**config.mk**
```make
export PLATFORM = sky130hd
export DESIGN_NAME = gng_front
export DESIGN_NICKNAME = d
export VERILOG_FILES = /design/src/sv/gng_pkg.sv /design/src/sv/gng_front.sv
export SDC_FILE = /design/constraint.sdc
export NUM_CORES = 1
export LEC_CHECK = 0
export BUFFER_PORTS_ARGS = -buffer_cell sky130_fd_sc_hd__buf_2
export CAP_MARGIN = 20
export CORE_MARGIN = 3
export CORE_UTILIZATION = 35
export CTS_CLUSTER_SIZE = 12
export DETAILED_ROUTE_END_ITERATION = 10
export PLACE_DENSITY = 0.66
export SETUP_SLACK_MARGIN = 0.02
export SLEW_MARGIN = 20
export SYNTH_ARGS = -nofsm -noshare
export SYNTH_HDL_FRONTEND = slang
export SYNTH_SLANG_ARGS = --single-unit
```
**constraint.sdc**
```tcl
create_clock -name clk -period 6.8 [get_ports clk]
set_clock_uncertainty 0.2 [all_clocks]
set_input_delay 0.34 -clock clk [delete_from_list [all_inputs] [get_ports clk]]
set_output_delay 0.34 -clock clk [all_outputs]
set_load 0.01 [all_outputs]
```
**src/sv/gng_pkg.sv**
```systemverilog
// gng_pkg: shared types, widths and codes for the grid neighbour generator.
// Used by every module of the block; depends on nothing.
package gng_pkg;

  // Defaults for the top-level parameters
  localparam int DEF_MAX_SIDE  = 256;
  localparam int DEF_MAX_CELLS = 65536;

  // Fixed field widths
  localparam int NODE_W     = 16;
  localparam int SIDE_W     = 9;
  localparam int COST_W     = 10;
  localparam int RCOST_W    = 20;
  localparam int CAND_W     = NODE_W + 1;  // node plus/minus one row
  localparam int LIM_W      = 25;          // holds cell counts up to 2**24
  localparam int REQ_W      = 2;
  localparam int CFG_IDX_W  = 2;
  localparam int CFG_DATA_W = 10;

  // Job queue depth between front and back (power of two)
  localparam int QDEPTH = 4;

  // Configuration register indexes and reset values
  localparam logic [CFG_IDX_W-1:0] CFG_GRID_WIDTH  = 2'd0;
  localparam logic [CFG_IDX_W-1:0] CFG_GRID_HEIGHT = 2'd1;
  localparam logic [CFG_IDX_W-1:0] CFG_STEP_COST   = 2'd2;

  localparam logic [SIDE_W-1:0] RST_GRID_WIDTH  = 9'd256;
  localparam logic [SIDE_W-1:0] RST_GRID_HEIGHT = 9'd256;
  localparam logic [COST_W-1:0] RST_STEP_COST   = 10'd1;

  // Request codes on req_type
  typedef enum logic [REQ_W-1:0] {
    REQ_WRITE = 2'd0,
    REQ_NBR   = 2'd1,
    REQ_HEUR  = 2'd2,
    REQ_NONE  = 2'd3
  } req_t;

  // Job kinds after classification
  typedef enum logic [1:0] {
    K_WRITE,
    K_NBR,
    K_HEUR,
    K_ERR
  } kind_t;

  // Neighbour directions, in emission order
  typedef enum logic [1:0] {
    DIR_UP,
    DIR_LEFT,
    DIR_RIGHT,
    DIR_DOWN
  } dir_t;

  typedef struct packed {
    kind_t             kind;
    logic [NODE_W-1:0] node;
    logic [NODE_W-1:0] goal;
    logic              pass;
  } job_t;

  // Effective grid geometry, derived from the configuration registers
  typedef struct packed {
    logic [SIDE_W-1:0] w;
    logic [SIDE_W-1:0] h;
    logic [LIM_W-1:0]  cells;
    logic [COST_W-1:0] cost;
  } geom_t;

  typedef enum logic [3:0] {
    BS_CLEAR,
    BS_IDLE,
    BS_RESULT,
    BS_DIV0,
    BS_DIV0_WAIT,
    BS_DIV1,
    BS_DIV1_WAIT,
    BS_DIST,
    BS_MUL,
    BS_READ,
    BS_READ_END,
    BS_PICK,
    BS_EMIT
  } back_state_t;

endpackage

```
**src/sv/gng_front.sv**
```systemverilog
// gng_front: input stage of the grid neighbour generator. Registers one
// request, range-checks it against the grid and pushes a job. Uses gng_pkg.
module gng_front (
  input  logic                        clk,
  input  logic                        rst,
  input  logic                        in_valid,
  output logic                        in_ready,
  input  logic [gng_pkg::REQ_W-1:0]   req_type,
  input  logic [gng_pkg::NODE_W-1:0]  node,
  input  logic [gng_pkg::NODE_W-1:0]  goal_node,
  input  logic                        passable_bit,
  input  logic [gng_pkg::LIM_W-1:0]   cells,
  output logic                        q_push,
  output gng_pkg::job_t               q_job,
  input  logic                        q_ready
);
  import gng_pkg::*;

  logic              f_valid;
  logic [REQ_W-1:0]  f_req;
  logic [NODE_W-1:0] f_node;
  logic [NODE_W-1:0] f_goal;
  logic              f_pass;

  logic node_in;
  logic goal_in;
  logic drop;
  logic take;

  // Range checks against the current cell count
  assign node_in = LIM_W'(f_node) < cells;
  assign goal_in = LIM_W'(f_goal) < cells;

  // Classify the held request
  always_comb begin
    drop       = 1'b0;
    q_job.node = f_node;
    q_job.goal = f_goal;
    q_job.pass = f_pass;
    case (req_t'(f_req))
      REQ_WRITE: q_job.kind = node_in ? K_WRITE : K_ERR;
      REQ_NBR:   q_job.kind = node_in ? K_NBR : K_ERR;
      REQ_HEUR:  q_job.kind = (node_in && goal_in) ? K_HEUR : K_ERR;
      default: begin
        q_job.kind = K_ERR;
        drop       = 1'b1;  // unused code: consumed, nothing queued
      end
    endcase
  end

  assign q_push   = f_valid && !drop && q_ready;
  assign take     = f_valid && (drop || q_ready);
  assign in_ready = !f_valid || take;

  // Holding register
  always_ff @(posedge clk) begin
    if (rst) begin
      f_valid <= 1'b0;
    end else if (in_ready) begin
      f_valid <= in_valid;
    end
  end

  always_ff @(posedge clk) begin
    if (in_valid && in_ready) begin
      f_req  <= req_type;
      f_node <= node;
      f_goal <= goal_node;
      f_pass <= passable_bit;
    end
  end

endmodule

```
==> flow_summary_export.csv <==
group,metric,value,unit
status,status,"complete, no violations",
placement,io_buffer_count,100,
logic_synthesis,yosys-top-cells-count,"35 x edfxtp_1, 30 x ha_1, 18 x inv_1, 12 x a21oi_1, 10 x nor2_1",
sta,fmax,372,MHz
global_route,grt_max_degree,36,
worst_hold_path,holdPathStages,2,
power,peakVddDrop,0.114,mV
sta,maxSlewViolCount,0,
clocking,cts_tree,"yes",
critical_path,reg2reg_depth,4,
finish,syn_to_final_growth,35.8,%
floorplanning,ios,101,
critical_path,critPathKind,"reg2out",
sta,hold_viol,0,
worst_hold_path,hold_path_class,"in2reg",
global_route,grt_use_total,0.139,
clocking,cts_buffers,5,
floorplanning,start_util,0.378,
drt,drt_wl_total,4.18,mm
logic_synthesis,ys_seq_elements,36,
clocking,clkSinkCount,36,
logic_synthesis,async_flop_share,0,
clocking,clk_pin_slew_worst_paths,0.06,ns
critical_path,worstSetupStartpointType,"flop",
finish,design.final.nets,347,
global_route,antenna_found_initial,0,
drt,drc_errors,0,
drt,drt-vias-per-instance,4.48,
sta,fin_crit_sh,0.395,
logic_synthesis,synth-seq-area-share,0.577,
logic_synthesis,syn_nets,241,
placement,dpl.cell_count,313,
power,p_per_area,195,nW/µm²
sta,rsz0062_at_grt,"no",
logic_synthesis,ys.flop_type,"edfxtp_1",
drt,wire_per_inst,13.0,µm
power,p_leak,1.23,nW
drt,antenna_left,0,
floorplanning,die_w,78.8,µm
finish,final_cells,321,
logic_synthesis,ys_types,23,
logic_synthesis,synth_top_area_share,0.566,
global_route,grt_pass1_vias,1503,
drt,drt_pass1_iterations,4,
critical_path,worstPathArrival,2.15,ns
finish,diodes,0,
critical_path,end_kind,"output pin",
sta,fin_hold_ws,0.0156,ns
job,maxCapViolCount,0,
clocking,h-tree-depth,2,
floorplanning,design.core.area,4910,µm²
critical_path,path_max_fanout,2,
floorplanning,num_rows,25,
sta,post-route-min-period,2.69,ns
placement,place_congestion,0.767,
logic_synthesis,synth_area_leaders,"edfxtp_1 57%, ha_1 20%, inv_1 3.6%",
logic_synthesis,yosys_warnings,0,
critical_path,required,6.26,ns
drt,first_iter_violations,32,
clocking,cts_setup_buffers,0,
global_route,grt_overflow_total,0,
finish,drive_gt1_frac,0.417,
power,power,0.492,mW
sta,slew_headroom,0.363,
clocking,clockBufferDepth,2,
clocking,cts_hold_buf,0,
global_route,grt_pass1_wl,6.62,mm
drt,vias,1437,
logic_synthesis,synth-edff-count,35,
clocking,cts_resized,0,
logic_synthesis,syn_area_per_cell,12.6,µm²
sta,fin_setup_tns,0,ns
clocking,worstSkewPairLatency,0.27,ns
floorplanning,die_h,78.8,µm
placement,hpwl,3.54,mm
sta,max_slew.worst_pin.slew,0.953,ns
floorplanning,die_area,6210,µm²
sta,setup_viol_count_final,0,
logic_synthesis,synth.most_common_cell,"edfxtp_1",
logic_synthesis,synthCells,147,
clocking,root_buffer,"clkbuf_8",
logic_synthesis,synth_top_cell_by_area,"edfxtp_1",
logic_synthesis,syn_area,1860,µm²
sequential cells by signal, summed over array words and instances (netlist names):
register	count
f_valid	1
f_req	2
f_node	16
f_goal	16
f_pass	1
path summary, 6_finish.rpt:
path	from	to	slack, ns
min reg2reg	f_valid$_SDFFE_PP0N_	f_valid$_SDFFE_PP0N_	0.40
max	f_goal[3]$_DFFE_PP_	q_job[33]	4.11
min	rst	f_valid$_SDFFE_PP0N_	0.02
max reg2reg	f_req[1]$_DFFE_PP_	f_node[15]$_DFFE_PP_	4.86
layout make-up:
| type | count | area, µm² |
|---|---|---|
| clock inverters | 1 | 3.75 |
| multi-input cells | 92 | 717 |
| flip-flops and latches | 36 | 1070 |
| inverters | 18 | 67.6 |
| fillers | 471 | 2390 |
| clock buffers | 7 | 76.3 |
| repair buffers | 100 | 500 |
| well taps | 67 | 83.8 |
placed cells by master, fill, tap and decap left out, types with 3 or more instances in the layout:
master    netlist  final
nand4_1         3      3
nand3_1         4      4
o21ai_0         6      6
buf_2           0    100
nand2_1         7      7
edfxtp_1       35     35
clkbuf_8        0      5
a21oi_1        12     12
nor2_1         10     10
ha_1           30     30
inv_1          18     18
stage by stage:
step                       util  cell area, µm²  worst slack, ns
final                     0.513            2520             4.11
after global routing      0.513            2520             3.96
after CTS                 0.513            2520             4.08
after detailed placement  0.497            2440             4.35
after global placement    0.497            2440             4.38
after floorplan               -            1860             4.07
where the power goes:
group	leakage (nW)	total, mW	internal, mW	switching, mW
Combinational	0.843	0.0850	0.0404	0.0446
Clock	0.0399	0.140	0.0713	0.0690
Sequential	0.348	0.266	0.260	0.00668
per-layer routing:
metal,up-vias,wire (µm),GRT usage
met3,2,450,0.0612
met1,616,1780,0.167
met4,0,27,0.0464
met5,-,0,0
met2,63,1920,0.223
li1,756,-,-
cell families after synthesis:
group | count (synthesis) | synth area share
AO/OA/AOI/OAI | 29 | 0.0937
AND/OR/NAND/NOR | 33 | 0.0863
buffers and inverters | 19 | 0.0405
adder cells (fa/ha/maj) | 30 | 0.202
flip-flops | 36 | 0.577
worst max-delay path: stages, from the launching register on:
cell and delay, ns:
edfxtp_1 0.42, ha_1 0.21, or4_1 0.52, a21oi_1 0.15
a211oi_1 0.07, o31ai_1 0.24, a31oi_1 0.12, buf_2 0.15
(Power assumes the default switching activity.)
