<file path="config.mk">
export PLATFORM = sky130hd
export DESIGN_NAME = gng_queue
export DESIGN_NICKNAME = d
export VERILOG_FILES = /design/src/sv/gng_pkg.sv /design/src/sv/gng_queue.sv
export SDC_FILE = /design/constraint.sdc
export NUM_CORES = 1
export LEC_CHECK = 0
export BUFFER_PORTS_ARGS = -buffer_cell sky130_fd_sc_hd__buf_4
export CAP_MARGIN = 25
export CORE_UTILIZATION = 25
export DETAILED_ROUTE_END_ITERATION = 10
export HOLD_SLACK_MARGIN = 0.1
export MAX_ROUTING_LAYER = met4
export PLACE_DENSITY = 0.44
export SLEW_MARGIN = 40
export SYNTH_ARGS = -nofsm -noshare
export SYNTH_HDL_FRONTEND = slang
export SYNTH_SLANG_ARGS = --single-unit
</file>
<file path="constraint.sdc">
create_clock -name clk -period 2.26 [get_ports clk]
set_clock_uncertainty 0.05 [all_clocks]
set_input_delay 0 -clock clk [delete_from_list [all_inputs] [get_ports clk]]
set_output_delay 0 -clock clk [all_outputs]
set_load 0.05 [all_outputs]
</file>
<file path="src/sv/gng_pkg.sv">
// gng_pkg: shared types, widths and codes for the grid neighbour generator.
// Used by every module of the block; depends on nothing.
package gng_pkg;

  // Defaults for the top-level parameters
  localparam int DEF_MAX_SIDE  = 256;
  localparam int DEF_MAX_CELLS = 65536;

  // Fixed field widths
  localparam int NODE_W     = 16;
  localparam int SIDE_W     = 9;
  localparam int COST_W     = 10;
  localparam int RCOST_W    = 20;
  localparam int CAND_W     = NODE_W + 1;  // node plus/minus one row
  localparam int LIM_W      = 25;          // holds cell counts up to 2**24
  localparam int REQ_W      = 2;
  localparam int CFG_IDX_W  = 2;
  localparam int CFG_DATA_W = 10;

  // Job queue depth between front and back (power of two)
  localparam int QDEPTH = 4;

  // Configuration register indexes and reset values
  localparam logic [CFG_IDX_W-1:0] CFG_GRID_WIDTH  = 2'd0;
  localparam logic [CFG_IDX_W-1:0] CFG_GRID_HEIGHT = 2'd1;
  localparam logic [CFG_IDX_W-1:0] CFG_STEP_COST   = 2'd2;

  localparam logic [SIDE_W-1:0] RST_GRID_WIDTH  = 9'd256;
  localparam logic [SIDE_W-1:0] RST_GRID_HEIGHT = 9'd256;
  localparam logic [COST_W-1:0] RST_STEP_COST   = 10'd1;

  // Request codes on req_type
  typedef enum logic [REQ_W-1:0] {
    REQ_WRITE = 2'd0,
    REQ_NBR   = 2'd1,
    REQ_HEUR  = 2'd2,
    REQ_NONE  = 2'd3
  } req_t;

  // Job kinds after classification
  typedef enum logic [1:0] {
    K_WRITE,
    K_NBR,
    K_HEUR,
    K_ERR
  } kind_t;

  // Neighbour directions, in emission order
  typedef enum logic [1:0] {
    DIR_UP,
    DIR_LEFT,
    DIR_RIGHT,
    DIR_DOWN
  } dir_t;

  typedef struct packed {
    kind_t             kind;
    logic [NODE_W-1:0] node;
    logic [NODE_W-1:0] goal;
    logic              pass;
  } job_t;

  // Effective grid geometry, derived from the configuration registers
  typedef struct packed {
    logic [SIDE_W-1:0] w;
    logic [SIDE_W-1:0] h;
    logic [LIM_W-1:0]  cells;
    logic [COST_W-1:0] cost;
  } geom_t;

  typedef enum logic [3:0] {
    BS_CLEAR,
    BS_IDLE,
    BS_RESULT,
    BS_DIV0,
    BS_DIV0_WAIT,
    BS_DIV1,
    BS_DIV1_WAIT,
    BS_DIST,
    BS_MUL,
    BS_READ,
    BS_READ_END,
    BS_PICK,
    BS_EMIT
  } back_state_t;

endpackage

</file>
<file path="src/sv/gng_queue.sv">
// gng_queue: short first-word-fall-through job queue between the front and
// back of the grid neighbour generator. Uses gng_pkg.
module gng_queue (
  input  logic          clk,
  input  logic          rst,
  input  logic          push,
  input  gng_pkg::job_t push_job,
  output logic          ready,
  input  logic          pop,
  output logic          valid,
  output gng_pkg::job_t head
);
  import gng_pkg::*;

  localparam int PTR_W = $clog2(QDEPTH);
  localparam int CNT_W = PTR_W + 1;

  job_t             slots [QDEPTH];
  logic [PTR_W-1:0] wr_ptr;
  logic [PTR_W-1:0] rd_ptr;
  logic [CNT_W-1:0] count;
  logic             do_push;
  logic             do_pop;

  assign ready   = count != CNT_W'(QDEPTH);
  assign valid   = count != '0;
  assign head    = slots[rd_ptr];
  assign do_push = push && ready;
  assign do_pop  = pop && valid;

  // Pointers wrap naturally since the depth is a power of two
  always_ff @(posedge clk) begin
    if (rst) begin
      wr_ptr <= '0;
      rd_ptr <= '0;
      count  <= '0;
    end else begin
      if (do_push) begin
        wr_ptr <= wr_ptr + PTR_W'(1);
      end
      if (do_pop) begin
        rd_ptr <= rd_ptr + PTR_W'(1);
      end
      case ({do_push, do_pop})
        2'b10:   count <= count + CNT_W'(1);
        2'b01:   count <= count - CNT_W'(1);
        default: count <= count;
      endcase
    end
  end

  always_ff @(posedge clk) begin
    if (do_push) begin
      slots[wr_ptr] <= push_job;
    end
  end

endmodule

</file>
==> flow_summary.ini, run 1 <==
[critical_path]
required_ns = 2.56
cp_max_fo = 7
reg2reg_setup_slack_ns = 0.17
worstSetupEndpoint = count[2]
setup.worst_path.start = count[0]
path_class = flip-flop to flip-flop
worstReg2RegStart = count[0]
crit_path_end_kind = flip-flop
start_kind = flip-flop
r2r_cells = 9
arrival_ns = 2.38
r2r_end = count[2]

[logic_synthesis]
synth.cell_area_um2 = 5580
syn_nets = 280
synth_top_area_share = 0.754
synth_commonest_cells = edfxtp_1, mux4_2, dfxtp_1, nor2_1, inv_1
syn_area_per_cell_um2 = 23.7
yosys_warnings = 0
synth_ff_type = edfxtp_1
ys_seq_area_frac = 0.786
syn_inst = 235
synth_area_leaders = edfxtp_1, mux4_2, dfxtp_1
yosysUniqueCellTypes = 26
synth_edf_count = 140
ys_async_sr_fraction = 0
ys_seq_elements = 149
synth.most_common_cell = edfxtp_1
yosys.area.top_type = edfxtp_1

[place]
dp_hpwl_um = 6850
gp_congestion = 0.699
placed_cells = 592
portBuffers = 75

[clock_tree]
insertion_delay_ns = 0.41
cts_root_buffer = clkbuf_16
h-tree-depth = 4
tritoncts = done
clkTransAtPathRegs_ns = 0.06
numCtsBuffers = 17
cts.sinks = 149
clockBufferDepth = 2

[final_layout]
drive_gt1_frac = 0.409
area_growth_pct = 36.1
nFillCells = 2054
multiInputGateArea_um2 = 1090
fin_nets = 416
register_area_um2 = 4390
diodes = 0
layout.cells.non_filler = 664
postLayoutCoreUtil = 0.348

[timing]
final.setup.tns_ns = 0
post-route-min-period_ns = 2.09
final_max_slew_viol_count = 0
max_freq_mhz = 479
tightest_slew_ns = 0.566
hold_violations = 0
period_share = 0.923
setup-violations-final = 0
rsz0062_at_grt = no
max-slew-margin-rel = 0.622

[drt]
drt_wl_total_um = 11000
wl_per_cell_um = 16.5
vias_per_cell = 4.11
final_antenna_net_count = 0
route.detailed.drc = 0
drtIter0Drc = 105
first_pass_iters = 4
dr_total_vias = 2729

[global_route]
antenna_found_initial = 0
grt_start_max_net_pins = 28
gr-total-overflow = 0
grt_pass1_wl_um = 16600
grt.total_usage = 0.107
grt_pass1_vias = 2940

[min_path]
hold_class = primary input to flip-flop

[floorplanning]
die_area_um2 = 22900
rows = 54
boundaryPins = 76
die_x_um = 151
die_h_um = 151
start_util = 0.256
core_area_um2 = 21800

[pwr]
peakVddDrop_uv = 562
power_per_cell_area_nw_per_um2 = 1240
leakagePower_nw = 2.59

[job]
max_cap_violations = 0

[run_status]
status = finished, final reports clean
[sequential cells by signal, summed over array words and instances, names as in the netlist, named ones only]
| register | cells |
|---|---|
| rd_ptr | 2 |
| count | 3 |
| wr_ptr | 2 |
| slots | 140 |
[worst max-delay path, stage by stage, from the launching register on]
cell	delay, ns
dfxtp_1	0.36
nor2_2	0.16
a21boi_2	0.12
inv_1	0.08
ha_1	0.18
inv_1	0.06
fa_1	0.37
xor2_1	0.16
or3_1	0.33
a21oi_2	0.14
[logic make-up after synthesis]
group | share of synthesized area
compound gates | 0.00785
flops | 0.786
xor+xnor | 0.00628
mux | 0.148
simple gates | 0.0157
buf+inv | 0.0211
fa+ha+maj | 0.0148
[repair_timing]
item / 4_1_cts / 5_1_grt
gates resized for setup: 0 / 2
setup buffers: 0 / 1
endpoints found under the hold margin: 149 / 0
hold buffers: 39 / 0
setup endpoints to repair: 0 / 1
[metrics by stage]
step	setup slack, ns	hold WS, ns	area, um^2	total power (W)
after floorplan	0.203	0.0489	5580	0.00566
after global placement	0.258	0.152	6570	0.00648
after detailed placement	0.112	0.155	6570	0.00651
after CTS	0.106	0.256	7580	0.00955
after global routing	0.0436	0.265	7590	0.00980
final	0.174	0.277	7590	0.00940
[layout by cell type (no fill, tap or decap), types with 2 or more instances in the layout]
cell / netlist / layout
and2_2: 0 / 4
buf_12: 3 / 6
buf_4: 0 / 81
bufinv_16: 0 / 4
clkbuf_16: 0 / 17
clkinvlp_4: 0 / 3
dfxtp_1: 9 / 7
dlygate4sd3_1: 0 / 39
edfxtp_1: 140 / 140
ha_1: 5 / 5
inv_1: 6 / 6
inv_6: 0 / 5
mux4_1: 5 / 5
mux4_2: 30 / 30
nand2b_1: 2 / 2
nor2_1: 9 / 8
or3_1: 2 / 2
xor2_1: 3 / 3
[worst min-delay path by stage]
stage          slack (ns)  depth (start not counted)    startpoint      endpoint
3_3_place_gp         0.15                          1   push_job[4]   slots[0][4]
6_report             0.28                          2  push_job[30]  slots[2][30]
3_5_place_dp         0.16                          1  push_job[26]  slots[1][26]
4_1_cts              0.26                          2  push_job[19]  slots[0][19]
5_1_grt              0.26                          2  push_job[26]  slots[1][26]
2_1_floorplan        0.05                          0   push_job[0]   slots[0][0]
[final cells by class]
cell class / instances / area share
clock inverter: 14 / 0.0257
clock buffer: 18 / 0.0565
sequential: 149 / 0.578
multi-input combinational: 71 / 0.143
timing repair buffer: 126 / 0.147
inverter: 6 / 0.00297
tap: 280 / 0.0461
[layer usage]
metal / GRT usage / vias up / wire, um
met2: 0.170 / 56 / 5430
met4: 0.0375 / 0 / 136
met1: 0.128 / 1407 / 4980
met5: - / - / 0
li1: - / 1250 / -
met3: 0.0337 / 16 / 449
[power by group]
group,total (W),switching (W),internal [W]
clock network,0.00295,0.00109,0.00186
logic,0.00296,0.00184,0.00112
registers,0.00349,0.000154,0.00334
total,0.00940,0.00309,0.00632
No activity file was read; power rests on OpenSTA's default activity.
==> inputs of run 2 (changes only) <==
--- a/config.mk
+++ b/config.mk
@@ -7,11 +7,12 @@
 export LEC_CHECK = 0
 export BUFFER_PORTS_ARGS = -buffer_cell sky130_fd_sc_hd__buf_4
 export CAP_MARGIN = 25
+export CORE_MARGIN = 3
 export CORE_UTILIZATION = 25
 export DETAILED_ROUTE_END_ITERATION = 10
 export HOLD_SLACK_MARGIN = 0.1
 export MAX_ROUTING_LAYER = met4
-export PLACE_DENSITY = 0.44
+export PLACE_DENSITY_LB_ADDON = 0.12
 export SLEW_MARGIN = 40
 export SYNTH_ARGS = -nofsm -noshare
 export SYNTH_HDL_FRONTEND = slang
==> flow_summary.ini, run 2 (same netlist as run 1, synthesis figures left out) <==
[final_layout]
drive_gt1_frac = 0.405
final_common_cell = edfxtp_1
final_cell_mix = edfxtp_1, buf_4, dlygate4sd3_1, mux4_2, clkbuf_16
largest_register_ffs = 140
postLayoutCoreUtil = 0.344
diodes = 0
top_register = slots
fin_nets = 414
biggestRegsByFlops = slots (140), count (3)
nFillCells = 2114
area_growth_pct = 34.9

[pwr]
power_per_cell_area_nw_per_um2 = 1240
peakVddDrop_uv = 436
leakagePower_nw = 2.57

[global_route]
met2_usage = 0.156
antenna_found_initial = 0
grt_pass1_vias = 2916
grt_start_max_net_pins = 36
grt.total_usage = 0.102
top_usage_layer = met2
gr-usage-met1 = 0.128
gr-total-overflow = 0
grtUsageMet3 = 0.0356
grt_pass1_wl_um = 17400

[drt]
vias_per_cell = 4.07
dr_total_vias = 2686
first_pass_iters = 4
final_antenna_net_count = 0
drt_wl_total_um = 11300
wl_per_cell_um = 17.2
drtIter0Drc = 127
route.detailed.drc = 0

[min_path]
hold_class = primary input to flip-flop

[timing]
tightest_slew_ns = 0.458
final_max_slew_viol_count = 0
setup-violations-final = 0
max-slew-margin-rel = 0.690
period_share = 0.923
rsz0062_at_grt = no
hold_violations = 0
max_freq_mhz = 480
final.setup.tns_ns = 0
post-route-min-period_ns = 2.09

[clock_tree]
cts_setup_buffers = 0
tritoncts = done
clockBufferDepth = 2
numCtsBuffers = 17
h-tree-depth = 4
clkTransAtPathRegs_ns = 0.06
cts_root_buffer = clkbuf_16
cts.sinks = 149
insertion_delay_ns = 0.41

[critical_path]
start_kind = flip-flop
cp_max_fo = 19
path_class = flip-flop to primary output
crit_path_end_kind = primary output
arrival_ns = 2.04
required_ns = 2.21

[floorplanning]
core_area_um2 = 21900
rows = 54
start_util = 0.255
die_area_um2 = 24100
die_x_um = 155
die_h_um = 155
boundaryPins = 76

[place]
dp_hpwl_um = 6820
portBuffers = 75
gp_congestion = 0.684

[job]
max_cap_violations = 0

[run_status]
status = finished, final reports clean
==> run 2: path summary, 6_finish.rpt <==
| check | startpoint | end | slack (ns) | cells past startpoint |
|---|---|---|---|---|
| max | flip-flop | head[23] | 0.17 | 3 |
| max reg2reg | count[0] | count[2] | 0.22 | 9 |
| min reg2reg | rd_ptr[1] | flip-flop | 0.47 | 2 |
| min | push_job[20] | slots[2][20] | 0.28 | 2 |
==> run 2: where the power goes <==
group          switching, W  total [W]  internal, W  leakage, nW
Sequential         0.000139    0.00347      0.00333         1.36
Combinational       0.00186    0.00298      0.00112        0.920
Clock               0.00108    0.00292      0.00184        0.289
Total               0.00307    0.00937      0.00629         2.57
==> run 2: critical path: stages (launching register included) <==
cell     delay (ns)
dfxtp_2        0.57
buf_12         0.26
mux4_1         0.57
buf_4          0.21
==> run 2: per-stage QoR <==
step / total power (W) / worst slack (ns) / std cells / area [um^2] / hold slack (ns)
floorplan: 0.00566 / 0.203 / 235 / 5580 / 0.0489
global placement: 0.00652 / 0.252 / 592 / 6540 / 0.152
detailed placement: 0.00654 / 0.194 / 592 / 6540 / 0.153
CTS: 0.00955 / 0.0904 / 660 / 7530 / 0.258
global route: 0.00982 / 0.0233 / 660 / 7530 / 0.264
finish: 0.00937 / 0.175 / 660 / 7530 / 0.276
==> run 2: final cells by class <==
cell class | count | area (um^2) | share of cell area
Clock buffer | 18 | 429 | 0.0570
Multi-Input combinational cell | 71 | 1080 | 0.144
Clock inverter | 12 | 179 | 0.0238
Timing Repair Buffer | 124 | 1080 | 0.143
Sequential cell | 149 | 4390 | 0.583
Tap cell | 280 | 350 | 0.0465
Inverter | 6 | 22.5 | 0.00299
==> run 2: routing by layer <==
metal  part of all wire  vias to the layer above
met5                  0                        -
met4              0.010                        0
met3              0.047                        9
met2               0.48                       71
met1               0.46                     1363
li1                   -                     1243
==> run 2: timing repair <==
| action | CTS | global route |
|---|---|---|
| endpoints found under the setup margin | 0 | 1 |
| hold buffers | 38 | 0 |
| gates resized for setup | 0 | 1 |
| endpoints found under the hold margin | 149 | 0 |
